## src/rtl/pfp_pkg.sv

```systemverilog
// Shared types and constants for the picture block field parser.
// No dependencies; every other file in rtl/ imports this package.
package pfp_pkg;

    // One input beat: a block byte and its last-byte flag
    typedef struct packed {
        logic [7:0] blob_byte;
        logic       end_of_blob;
    } in_item_t;

    // One result beat
    typedef struct packed {
        logic [3:0]  item_kind;
        logic [31:0] item_value;
        logic        block_final;
        logic        block_status;
    } out_item_t;

    // Input register contents as seen by the parser core
    typedef struct packed {
        logic     vld;
        in_item_t item;
    } in_beat_t;

    // Result handed from the core to the output register
    typedef struct packed {
        logic      load;
        out_item_t item;
    } res_beat_t;

    // Parse phases, one-hot
    typedef enum logic [11:0] {
        PH_TYPE     = 12'b0000_0000_0001,
        PH_MIME_LEN = 12'b0000_0000_0010,
        PH_MIME     = 12'b0000_0000_0100,
        PH_DESC_LEN = 12'b0000_0000_1000,
        PH_DESC     = 12'b0000_0001_0000,
        PH_WIDTH    = 12'b0000_0010_0000,
        PH_HEIGHT   = 12'b0000_0100_0000,
        PH_DEPTH    = 12'b0000_1000_0000,
        PH_COLOURS  = 12'b0001_0000_0000,
        PH_PAY_LEN  = 12'b0010_0000_0000,
        PH_PAYLOAD  = 12'b0100_0000_0000,
        PH_DONE     = 12'b1000_0000_0000
    } phase_t;

    // Item kind codes
    localparam logic [3:0] KIND_NONE     = 4'd0;
    localparam logic [3:0] KIND_TYPE     = 4'd1;
    localparam logic [3:0] KIND_MIME     = 4'd2;
    localparam logic [3:0] KIND_DESC     = 4'd3;
    localparam logic [3:0] KIND_WIDTH    = 4'd4;
    localparam logic [3:0] KIND_HEIGHT   = 4'd5;
    localparam logic [3:0] KIND_DEPTH    = 4'd6;
    localparam logic [3:0] KIND_COLOURS  = 4'd7;
    localparam logic [3:0] KIND_PAYLOAD  = 4'd8;
    localparam logic [3:0] KIND_URI      = 4'd9;
    localparam logic [3:0] KIND_MIME_LEN = 4'd10;
    localparam logic [3:0] KIND_DESC_LEN = 4'd11;
    localparam logic [3:0] KIND_PAY_LEN  = 4'd12;

    // Block status codes
    localparam logic STATUS_COMPLETE  = 1'b0;
    localparam logic STATUS_TRUNCATED = 1'b1;

    // URI marker match progress: 0..3 bytes matched, or failed
    localparam logic [2:0] MATCH_NONE   = 3'd0;
    localparam logic [2:0] MATCH_FULL   = 3'd3;
    localparam logic [2:0] MATCH_FAILED = 3'd4;
    localparam logic [2:0] URI_MARK_LEN = 3'd3;

    // Last byte position of a 32-bit big-endian field
    localparam logic [1:0] FIELD_LAST_BYTE = 2'd3;

    // Bytes of the URI marker "-->"
    function automatic logic [7:0] uri_mark_byte(input logic [1:0] pos);
        logic [7:0] b;
        case (pos)
            2'd0:    b = 8'h2D;
            2'd1:    b = 8'h2D;
            2'd2:    b = 8'h3E;
            default: b = 8'h00;
        endcase
        return b;
    endfunction

endpackage

```

## src/rtl/pfp_in_stage.sv

```systemverilog
// Input register for the picture block field parser.
// Depends on pfp_pkg for the beat types.
module pfp_in_stage
    import pfp_pkg::*;
(
    input  logic     clk,
    input  logic     rst_n,
    input  logic     byte_valid,
    output logic     byte_stall,
    input  in_item_t byte_data,
    input  logic     take,
    output in_beat_t beat
);

    logic     valid_reg;
    logic     valid_next;
    in_item_t item_reg;
    logic     accept;

    // Hold off the sender only while the held beat cannot move on
    assign byte_stall = valid_reg && !take;
    assign accept     = byte_valid && !byte_stall;

    always_comb
    begin
        if (accept)
        begin
            valid_next = 1'b1;
        end
        else if (take)
        begin
            valid_next = 1'b0;
        end
        else
        begin
            valid_next = valid_reg;
        end
    end

    always_ff @(posedge clk or negedge rst_n)
    begin
        if (!rst_n)
        begin
            valid_reg <= 1'b0;
        end
        else
        begin
            valid_reg <= valid_next;
        end
    end

    // Payload, no reset
    always_ff @(posedge clk)
    begin
        if (accept)
        begin
            item_reg <= byte_data;
        end
    end

    assign beat.vld  = valid_reg;
    assign beat.item = item_reg;

endmodule

```

## src/rtl/pfp_field_core.sv

```systemverilog
// Parser state and per-byte next-state logic for the picture block parser.
// Depends on pfp_pkg for beat types, phase codes and item kinds.
module pfp_field_core
    import pfp_pkg::*;
(
    input  logic      clk,
    input  logic      rst_n,
    input  in_beat_t  beat,
    input  logic      res_ready,
    output logic      take,
    output res_beat_t res
);

    phase_t      phase_reg;
    phase_t      phase_next;
    logic [1:0]  idx_reg;
    logic [1:0]  idx_next;
    logic [31:0] acc_reg;
    logic [31:0] acc_next;
    logic [31:0] rem_reg;
    logic [31:0] rem_next;
    logic [2:0]  match_reg;
    logic [2:0]  match_next;

    logic [7:0]  b;
    logic        fin;
    logic [31:0] acc_shift;
    logic        field_done;
    logic        rem_last;
    logic [3:0]  kind;
    logic [31:0] val;
    logic        status;
    phase_t      phase_step;
    logic [1:0]  idx_step;
    logic [31:0] acc_step;
    logic [31:0] rem_step;
    logic [2:0]  match_step;

    assign take      = beat.vld && res_ready;
    assign b         = beat.item.blob_byte;
    assign fin       = beat.item.end_of_blob;
    assign acc_shift = {acc_reg[23:0], b};
    assign field_done = (idx_reg == FIELD_LAST_BYTE);
    assign rem_last  = (rem_reg == 32'd1);

    // Per-byte parse step
    always_comb
    begin
        phase_step = phase_reg;
        idx_step   = idx_reg;
        acc_step   = acc_reg;
        rem_step   = rem_reg;
        match_step = match_reg;
        kind       = KIND_NONE;
        val        = 32'd0;
        case (phase_reg)
            PH_TYPE, PH_MIME_LEN, PH_DESC_LEN, PH_WIDTH,
            PH_HEIGHT, PH_DEPTH, PH_COLOURS, PH_PAY_LEN:
            begin
                if (field_done)
                begin
                    idx_step = 2'd0;
                    acc_step = 32'd0;
                    val      = acc_shift;
                    case (phase_reg)
                        PH_TYPE:
                        begin
                            kind       = KIND_TYPE;
                            phase_step = PH_MIME_LEN;
                        end
                        PH_MIME_LEN:
                        begin
                            kind       = KIND_MIME_LEN;
                            rem_step   = acc_shift;
                            match_step = (acc_shift == {29'd0, URI_MARK_LEN}) ?
                                         MATCH_NONE : MATCH_FAILED;
                            phase_step = (acc_shift != 32'd0) ? PH_MIME : PH_DESC_LEN;
                        end
                        PH_DESC_LEN:
                        begin
                            kind       = KIND_DESC_LEN;
                            rem_step   = acc_shift;
                            phase_step = (acc_shift != 32'd0) ? PH_DESC : PH_WIDTH;
                        end
                        PH_WIDTH:
                        begin
                            kind       = KIND_WIDTH;
                            phase_step = PH_HEIGHT;
                        end
                        PH_HEIGHT:
                        begin
                            kind       = KIND_HEIGHT;
                            phase_step = PH_DEPTH;
                        end
                        PH_DEPTH:
                        begin
                            kind       = KIND_DEPTH;
                            phase_step = PH_COLOURS;
                        end
                        PH_COLOURS:
                        begin
                            kind       = KIND_COLOURS;
                            phase_step = PH_PAY_LEN;
                        end
                        default:
                        begin
                            kind       = KIND_PAY_LEN;
                            rem_step   = acc_shift;
                            phase_step = (acc_shift != 32'd0) ? PH_PAYLOAD : PH_DONE;
                        end
                    endcase
                end
                else
                begin
                    idx_step = idx_reg + 2'd1;
                    acc_step = acc_shift;
                end
            end
            PH_MIME:
            begin
                kind     = KIND_MIME;
                val      = {24'd0, b};
                rem_step = rem_reg - 32'd1;
                if (match_reg < MATCH_FULL && b == uri_mark_byte(match_reg[1:0]))
                begin
                    match_step = match_reg + 3'd1;
                end
                else
                begin
                    match_step = MATCH_FAILED;
                end
                if (rem_last)
                begin
                    phase_step = PH_DESC_LEN;
                end
            end
            PH_DESC:
            begin
                kind     = KIND_DESC;
                val      = {24'd0, b};
                rem_step = rem_reg - 32'd1;
                if (rem_last)
                begin
                    phase_step = PH_WIDTH;
                end
            end
            PH_PAYLOAD:
            begin
                kind     = (match_reg == MATCH_FULL) ? KIND_URI : KIND_PAYLOAD;
                val      = {24'd0, b};
                rem_step = rem_reg - 32'd1;
                if (rem_last)
                begin
                    phase_step = PH_DONE;
                end
            end
            default:
            begin
                // finished: trailing bytes are dropped
            end
        endcase
    end

    // Last byte closes the block and restarts parsing
    assign status = (phase_step == PH_DONE) ? STATUS_COMPLETE : STATUS_TRUNCATED;

    always_comb
    begin
        phase_next = phase_reg;
        idx_next   = idx_reg;
        acc_next   = acc_reg;
        rem_next   = rem_reg;
        match_next = match_reg;
        if (take)
        begin
            if (fin)
            begin
                phase_next = PH_TYPE;
                idx_next   = 2'd0;
                acc_next   = 32'd0;
                rem_next   = 32'd0;
                match_next = MATCH_NONE;
            end
            else
            begin
                phase_next = phase_step;
                idx_next   = idx_step;
                acc_next   = acc_step;
                rem_next   = rem_step;
                match_next = match_step;
            end
        end
    end

    always_ff @(posedge clk or negedge rst_n)
    begin
        if (!rst_n)
        begin
            phase_reg <= PH_TYPE;
            idx_reg   <= 2'd0;
            acc_reg   <= 32'd0;
            rem_reg   <= 32'd0;
            match_reg <= MATCH_NONE;
        end
        else
        begin
            phase_reg <= phase_next;
            idx_reg   <= idx_next;
            acc_reg   <= acc_next;
            rem_reg   <= rem_next;
            match_reg <= match_next;
        end
    end

    // Result beat: an item, or the closing beat of a block
    assign res.load              = take && (fin || kind != KIND_NONE);
    assign res.item.item_kind    = kind;
    assign res.item.item_value   = val;
    assign res.item.block_final  = fin;
    assign res.item.block_status = fin ? status : STATUS_COMPLETE;

    // A byte-counted section is never entered with nothing left to count
    a_rem_nonzero: assert property (@(posedge clk) disable iff (!rst_n)
        (phase_reg == PH_MIME || phase_reg == PH_DESC || phase_reg == PH_PAYLOAD)
        |-> rem_reg != 32'd0)
        else $error("byte section active with zero bytes remaining");

    // Partial field bytes only exist inside a field phase
    a_idx_in_field: assert property (@(posedge clk) disable iff (!rst_n)
        (phase_reg == PH_MIME || phase_reg == PH_DESC ||
         phase_reg == PH_PAYLOAD || phase_reg == PH_DONE)
        |-> idx_reg == 2'd0)
        else $error("field byte index left over outside a field");

    // Accumulator is empty at the start of each field
    a_acc_clear: assert property (@(posedge clk) disable iff (!rst_n)
        idx_reg == 2'd0 |-> acc_reg == 32'd0)
        else $error("field accumulator not cleared between fields");

    // The last byte of a block returns the parser to its start
    a_fin_restart: assert property (@(posedge clk) disable iff (!rst_n)
        (take && fin) |=> (phase_reg == PH_TYPE && idx_reg == 2'd0 &&
                           match_reg == MATCH_NONE))
        else $error("parser did not restart after last byte");

endmodule

```

## src/rtl/pfp_out_stage.sv

```systemverilog
// Result register for the picture block field parser.
// Depends on pfp_pkg for the result types.
module pfp_out_stage
    import pfp_pkg::*;
(
    input  logic      clk,
    input  logic      rst_n,
    input  res_beat_t res,
    output logic      res_ready,
    output logic      result_valid,
    input  logic      result_stall,
    output out_item_t result_data
);

    logic      valid_reg;
    logic      valid_next;
    out_item_t item_reg;

    // Register is free when empty or being drained this cycle
    assign res_ready = !valid_reg || !result_stall;

    always_comb
    begin
        if (res_ready)
        begin
            valid_next = res.load;
        end
        else
        begin
            valid_next = valid_reg;
        end
    end

    always_ff @(posedge clk or negedge rst_n)
    begin
        if (!rst_n)
        begin
            valid_reg <= 1'b0;
        end
        else
        begin
            valid_reg <= valid_next;
        end
    end

    always_ff @(posedge clk)
    begin
        if (res_ready && res.load)
        begin
            item_reg <= res.item;
        end
    end

    assign result_valid = valid_reg;
    assign result_data  = item_reg;

endmodule

```

## src/rtl/picture_block_field_parser.sv

```systemverilog
// Picture metadata block parser: takes one block byte per beat and yields
// at most one result beat per byte. One byte is accepted every cycle while
// the result side does not stall; each byte is held in the input register
// and its result is registered in the result register, with the parse step
// itself (a 32-bit shift, a length count-down and a phase update) done
// between the input and result registers.
// A stall on the result side holds the result register and,
// through it, raises byte_stall in the same cycle once the input register
// is also occupied. Bytes that produce no item leave no result beat; the
// last byte of a block always gives one, carrying block_final and the
// complete or truncated status, and the next byte starts a new block.
// Depends on pfp_pkg, pfp_in_stage, pfp_field_core and pfp_out_stage.
module picture_block_field_parser
    import pfp_pkg::*;
(
    input  logic      clk,
    input  logic      rst_n,
    input  logic      byte_valid,
    output logic      byte_stall,
    input  in_item_t  byte_data,
    output logic      result_valid,
    input  logic      result_stall,
    output out_item_t result_data
);

    in_beat_t  beat;
    res_beat_t res;
    logic      take;
    logic      res_ready;

    pfp_in_stage u_in_stage (
        .clk        (clk),
        .rst_n      (rst_n),
        .byte_valid (byte_valid),
        .byte_stall (byte_stall),
        .byte_data  (byte_data),
        .take       (take),
        .beat       (beat)
    );

    pfp_field_core u_field_core (
        .clk       (clk),
        .rst_n     (rst_n),
        .beat      (beat),
        .res_ready (res_ready),
        .take      (take),
        .res       (res)
    );

    pfp_out_stage u_out_stage (
        .clk          (clk),
        .rst_n        (rst_n),
        .res          (res),
        .res_ready    (res_ready),
        .result_valid (result_valid),
        .result_stall (result_stall),
        .result_data  (result_data)
    );

endmodule

```

## config.mk

```make
export PLATFORM = sky130hd
export DESIGN_NAME = picture_block_field_parser
export DESIGN_NICKNAME = d
export VERILOG_FILES = /design/src/rtl/pfp_pkg.sv /design/src/rtl/pfp_in_stage.sv /design/src/rtl/pfp_field_core.sv /design/src/rtl/pfp_out_stage.sv /design/src/rtl/picture_block_field_parser.sv
export SDC_FILE = /design/constraint.sdc
export NUM_CORES = 1
export LEC_CHECK = 0
export ABC_AREA = 1
export BUFFER_PORTS_ARGS = -buffer_cell sky130_fd_sc_hd__buf_2
export CAP_MARGIN = 20
export CORE_ASPECT_RATIO = 1.1
export CORE_MARGIN = 10
export CORE_UTILIZATION = 45
export DETAILED_ROUTE_END_ITERATION = 6
export PLACE_DENSITY = 0.67
export SKIP_LAST_GASP = 1
export SYNTH_ARGS = -nofsm -noshare
export SYNTH_HDL_FRONTEND = slang
export SYNTH_HIERARCHICAL = 1
export SYNTH_SLANG_ARGS = --single-unit
```

## constraint.sdc

```tcl
create_clock -name clk -period 3.58 [get_ports clk]
set_clock_uncertainty 0.2 [all_clocks]
set_input_delay 0.716 -clock clk [delete_from_list [all_inputs] [get_ports clk]]
set_output_delay 0.716 -clock clk [all_outputs]
set_load 0.005 [all_outputs]
```

## Word-level counts from Yosys, hierarchy flattened

Cells that the tools add are included.

| operators by class | value |
|---|---|
| divide/modulo/power cells | 0 |
| add/subtract/negate cells | 3 |
| order comparisons | 1 |
| reductions and logical operators | 26 |
| mux-type cells | 37 |
| equal/unequal tests | 22 |
| bitwise logic cells | 0 |
| shift operators | 0 |
| multiply operators | 0 |

Operators with widths:

| operator | count |
|---|---|
| 32-bit 2-to-1 mux | 4 |
| 32-bit case mux with 2 select lines | 2 |
| 12-bit case mux with 7 select lines | 1 |
| 12-bit 2-to-1 mux | 6 |
| 24-bit 2-to-1 mux | 3 |
| 12-bit case mux with 4 select lines | 1 |
| 32-bit by 1-bit == test with 1-bit output (second input constant) | 1 |
| 32-bit by 2-bit == test with 1-bit output (second input constant) | 1 |
| 32-bit nonzero test | 1 |
| 32-bit by 1-bit subtractor with 32-bit output (second input constant) | 1 |
| 4-bit case mux with 7 select lines | 1 |
| 4-bit case mux with 4 select lines | 1 |
| 3-bit 2-to-1 mux | 5 |
| 12-bit by 1-bit == test with 1-bit output (second input constant) | 1 |
| 12-bit by 10-bit == test with 1-bit output (second input constant) | 1 |
| 12-bit by 11-bit == test with 1-bit output (second input constant) | 1 |
| 12-bit == test (second input constant) | 1 |
| 12-bit by 2-bit == test with 1-bit output (second input constant) | 1 |
| 12-bit by 3-bit == test with 1-bit output (second input constant) | 1 |
| 12-bit by 4-bit == test with 1-bit output (second input constant) | 1 |
| 12-bit by 5-bit == test with 1-bit output (second input constant) | 1 |
| 12-bit by 6-bit == test with 1-bit output (second input constant) | 1 |
| 12-bit by 7-bit == test with 1-bit output (second input constant) | 1 |
| 12-bit by 8-bit == test with 1-bit output (second input constant) | 1 |
| 30 further kinds | 50 |

| storage, ports and cells | value |
|---|---|
| flip-flop bits (word level) | 122 |
| word-level logic and storage cells | 102 |
| memory bits (writable) | 0 |
| memories kept | 0 |
| input bits | 13 |
| ROM bits | 0 |
| bits in latches | 0 |

## Longest topological paths before layout

| logic depth | value |
|---|---|
| word-level depth | 9 |
| gate-level depth with buffers | 16 |
| mapped depth without buffers | 15 |

## Cells and area by module

Netlist, hierarchy kept.

By module, submodules not included:

| module | area an instance (sq um) | instances | cells an instance |
|---|---|---|---|
| pfp_field_core | 5360.1 | 1 | 794 |
| pfp_out_stage | 1182.4 | 1 | 43 |
| pfp_in_stage | 335.3 | 1 | 17 |

## Worst setup path after synthesis

No wires, ideal clock.

| timing | value |
|---|---|
| path type | flip-flop to flip-flop |
| start | register u_field_core.phase_reg[0] |
| end | register u_out_stage.item_reg, in the netlist u_out_stage/result_data[0], enable pin |
| cell stages (with the launch flop) | 13 |
| arrival | 3.293 ns |
| required time | 2.934 ns |
| setup time | 0.446 ns |
| path slack | -0.359 ns |
| period minus slack after synthesis | 3.939 ns |
| cells stage by stage | dfstp_2 nor2_1 nand2_2 nor2_4 nand2_1 nand2_1 nor2_2 nand2_2 a21oi_4 inv_1 nor2_1 inv_1 a21oi_1 |

RTL lines:

| element | RTL line | text |
|---|---|---|
| start, declared | pfp_field_core.sv:14 | `phase_t phase_reg;` |
| start signal, assigned | pfp_field_core.sv:207 | `phase_reg <= phase_next;` |
| end signal, assigned | pfp_out_stage.sv:50 | `item_reg <= res.item;` |
| end, declared | pfp_out_stage.sv:17 | `out_item_t item_reg;` |

==> run_results.csv <==
group,metric,value,unit
critical_path,cpPeakStageDelay,440,ps
timing,min_period,2950,ps
floorplan,core.rowCount,47,
cells_and_area,nNetsFinal,930,
routing,ant_nets,0,
clock_network,postCtsSetupRepairBufs,0,
cells_and_area,n_antenna_cell,0,
cells_and_area,largest_reg_flops,38,
cells_and_area,finish.utilization,0.5292,
routing,first_pass_iters,5,
critical_path,timing.rr.end,"u_out_stage/result_data[26]",
clock_network,clk_pin_slew,60,ps
yosys,synth_async_sr_flop_share,0.6148,
routing,dr.first_iter.drc_count,416,
yosys,synth_area,6878,µm²
routing,wire_per_inst,17.13,µm
run_status,status,"finished, final reports clean",
run,maxCapViolations,0,
yosys,synth-xor-area-share,0.02292,
routing,wl_met3,918,µm
floorplan,die_height,149.7,µm
grt,gr-total-overflow,0,
power,vdd_drop_max,0.5771,mV
yosys,synth_top_family_by_area,"simple AND/OR/NAND/NOR gates",
yosys,synth_edf_count,47,
routing,drc,0,
timing,setup_tns,0,ps
hold_path,min_to,"u_in_stage/beat[0]",
clock_network,clock_sinks,122,
critical_path,rr_startpoint,"u_field_core/phase_reg[10]",
clock_network,cts-root-buf,"clkbuf_16",
clock_network,clock_path_buffers,2,
grt,grt_pass1_wl,30490,µm
placed_design,place_hpwl,13990,µm
critical_path,end_kind,"flip-flop",
clock_network,cts_tree,"yes",
cells_and_area,syn_to_final_growth,15.37,%
placed_design,place_area,7340,µm²
yosys,muxShareOfSynthArea,0,
yosys,synth_simple_gate_area_frac,0.2711,
yosys,yosys-top-cells-area,"dfrtp_1 (27%), edfxtp_1 (21%), nand2_1 (9.0%)",
placed_design,dpl.cell_count,1086,
placed_design,gp_congestion,0.8935,
grt,grtUsageTotal,0.1899,
timing,tightest_slew,993.2,ps
critical_path,crit_chain,"nor2_1 > nand2_4 > nor2_8 > nand2_2 > nand2_1 > a21oi_2 > nand2_2 > nor2_4 > nor2_1 > inv_1 > a21oi_4 > buf_4",
floorplan,core_area,15000,µm²
routing,num_vias,6027,
routing,top_layer_used,"met4",
routing,met1_length,7797,µm
timing,setup_viol,0,
critical_path,crit_slowest_cell,"buf_4",
critical_path,critPathArrivalTime,2810,ps
routing,via_per_inst,5.391,
grt,first_global_vias,5888,
timing,relSlewSlack,0.3379,
yosys,ys_warn_count,6,
yosys,synthAdderAreaFrac,0.01455,
clock_network,htreeDepth,4,
critical_path,crit_required,3440,ps
critical_path,start_kind,"flip-flop",
grt,antenna_found_initial,0,
yosys,ys_seq_area_frac,0.4783,
floorplan,die_x,137.9,µm
critical_path,r2r_cells,12,
yosys,syn_inst,854,
clock_network,cts-buffers-inserted,17,
yosys,yosysUniqueCellTypes,45,
cells_and_area,design_area,7935,µm²
timing,period_share,0.8240,
clock_network,clkLatencyLatePin,430,ps
cells_and_area,final_cell_count_no_fill,1118,
yosys,synth_top_cell_area_share,0.2692,
timing,max_freq,0.3390,GHz
critical_path,worstPathMaxFanout,38,
hold_path,hold_path.class,"in -> reg",
hold_path,hp-start,"byte_data[0]",
timing,drv_slew,0,
power,power_density,985.3,nW/µm²
critical_path,critPathKind,"reg -> reg",
cells_and_area,final_cell_mix,"nand2_1 (164), nor2_1 (132), inv_1 (103)",
placed_design,dp_slack,640.4,ps
timing,layout_setup_ws,630.2,ps
timing,hold_viol_final,0,
grt,grt_max_degree,76,
clock_network,post_cts_hold_buffer_count,0,
floorplan,die_area,20640,µm²
cells_and_area,drive_gt1_frac,0.1714,
floorplan,io-pin-count,53,
placed_design,portBuffers,52,
yosys,synth_area_per_cell,8.054,µm²
cells_and_area,final_common_cell,"nand2_1",
yosys,synth_area_leader_cell,"dfrtp_1",
critical_path,rrSetupSlack,630,ps
yosys,synth_compound_gate_area_share,0.1286,
timing,rsz0062_at_grt,"no",
routing,dr_wl_met2,9813,µm
power,finalPower,7.819,mW
yosys,synth_nets,875,
yosys,ys_seq_elements,122,
floorplan,initial_core_util,0.4587,
hold_path,worstHoldPathCells,1,
routing,routed_wl,19160,µm
yosys,synth_flop_cell,"dfrtp_1",
timing,whs,260.0,ps
clock_network,cts-resized-gates,0,
power,p_leak,3.684,nW
==> routing by layer <==
layer  GRT usage  vias to the layer above
met2      0.3204                      180
met1      0.2242                     2876
met4     0.09708                        0
met3     0.03622                       51
met5           0                        -
li1            -                     2920
==> Yosys cell counts (all sizes together), types with 8 or more instances <==
cell type	instances
buf	17
o22ai	20
edfxtp	47
o21ai	81
dfrtp	74
a21oi	22
clkbuf	10
nand2	176
nand3	76
nand4	9
nor3	12
inv	115
xor2	16
ha	8
nor2	145
==> critical path: cells and delay by family (launching register included) <==
family	cells	cell delay [ps]
buffers and inverters	2	560
DFF	1	410
AOI/OAI and AO/OA	2	240
and+or+nand+nor	8	1140
==> power breakdown <==
group	total, mW	internal (mW)	leakage (nW)	switching [mW]
registers	2.43	2.04	1.46	0.388
clock network	1.73	1.02	0.284	0.709
logic	3.66	1.15	1.94	2.52
==> layout make-up <==
class                           count  area (µm²)
Fill cell                        1441        7061
Timing Repair Buffer               63       345.3
Inverter                          115       431.7
Clock buffer                       18       450.4
Clock inverter                     14       145.1
Multi-Input combinational cell    590        3028
Sequential cell                   122        3289
Tap cell                          196       245.2
==> cell families after synthesis <==
logic type      count (synthesis)
flops                         122
xor+xnor                       18
simple gates                  424
fa+ha+maj                       8
compound gates                140
buf+inv                       142
==> how the worst max path moves through the flow <==
stage	start	end	depth (start not counted)
final	u_field_core/phase_reg[10]	u_out_stage/result_data[26]	12
after global routing	u_field_core/phase_reg[5]	u_out_stage/result_data[26]	12
after CTS	u_field_core/phase_reg[10]	u_out_stage/result_data[27]	12
after detailed placement	u_field_core/phase_reg[10]	u_out_stage/result_data[27]	12
after global placement	u_field_core/phase_reg[10]	u_out_stage/result_data[32]	12
after floorplan	u_field_core/phase_reg[0]	u_out_stage/result_data[0]	12
No activity file was read; power rests on OpenSTA's default activity.
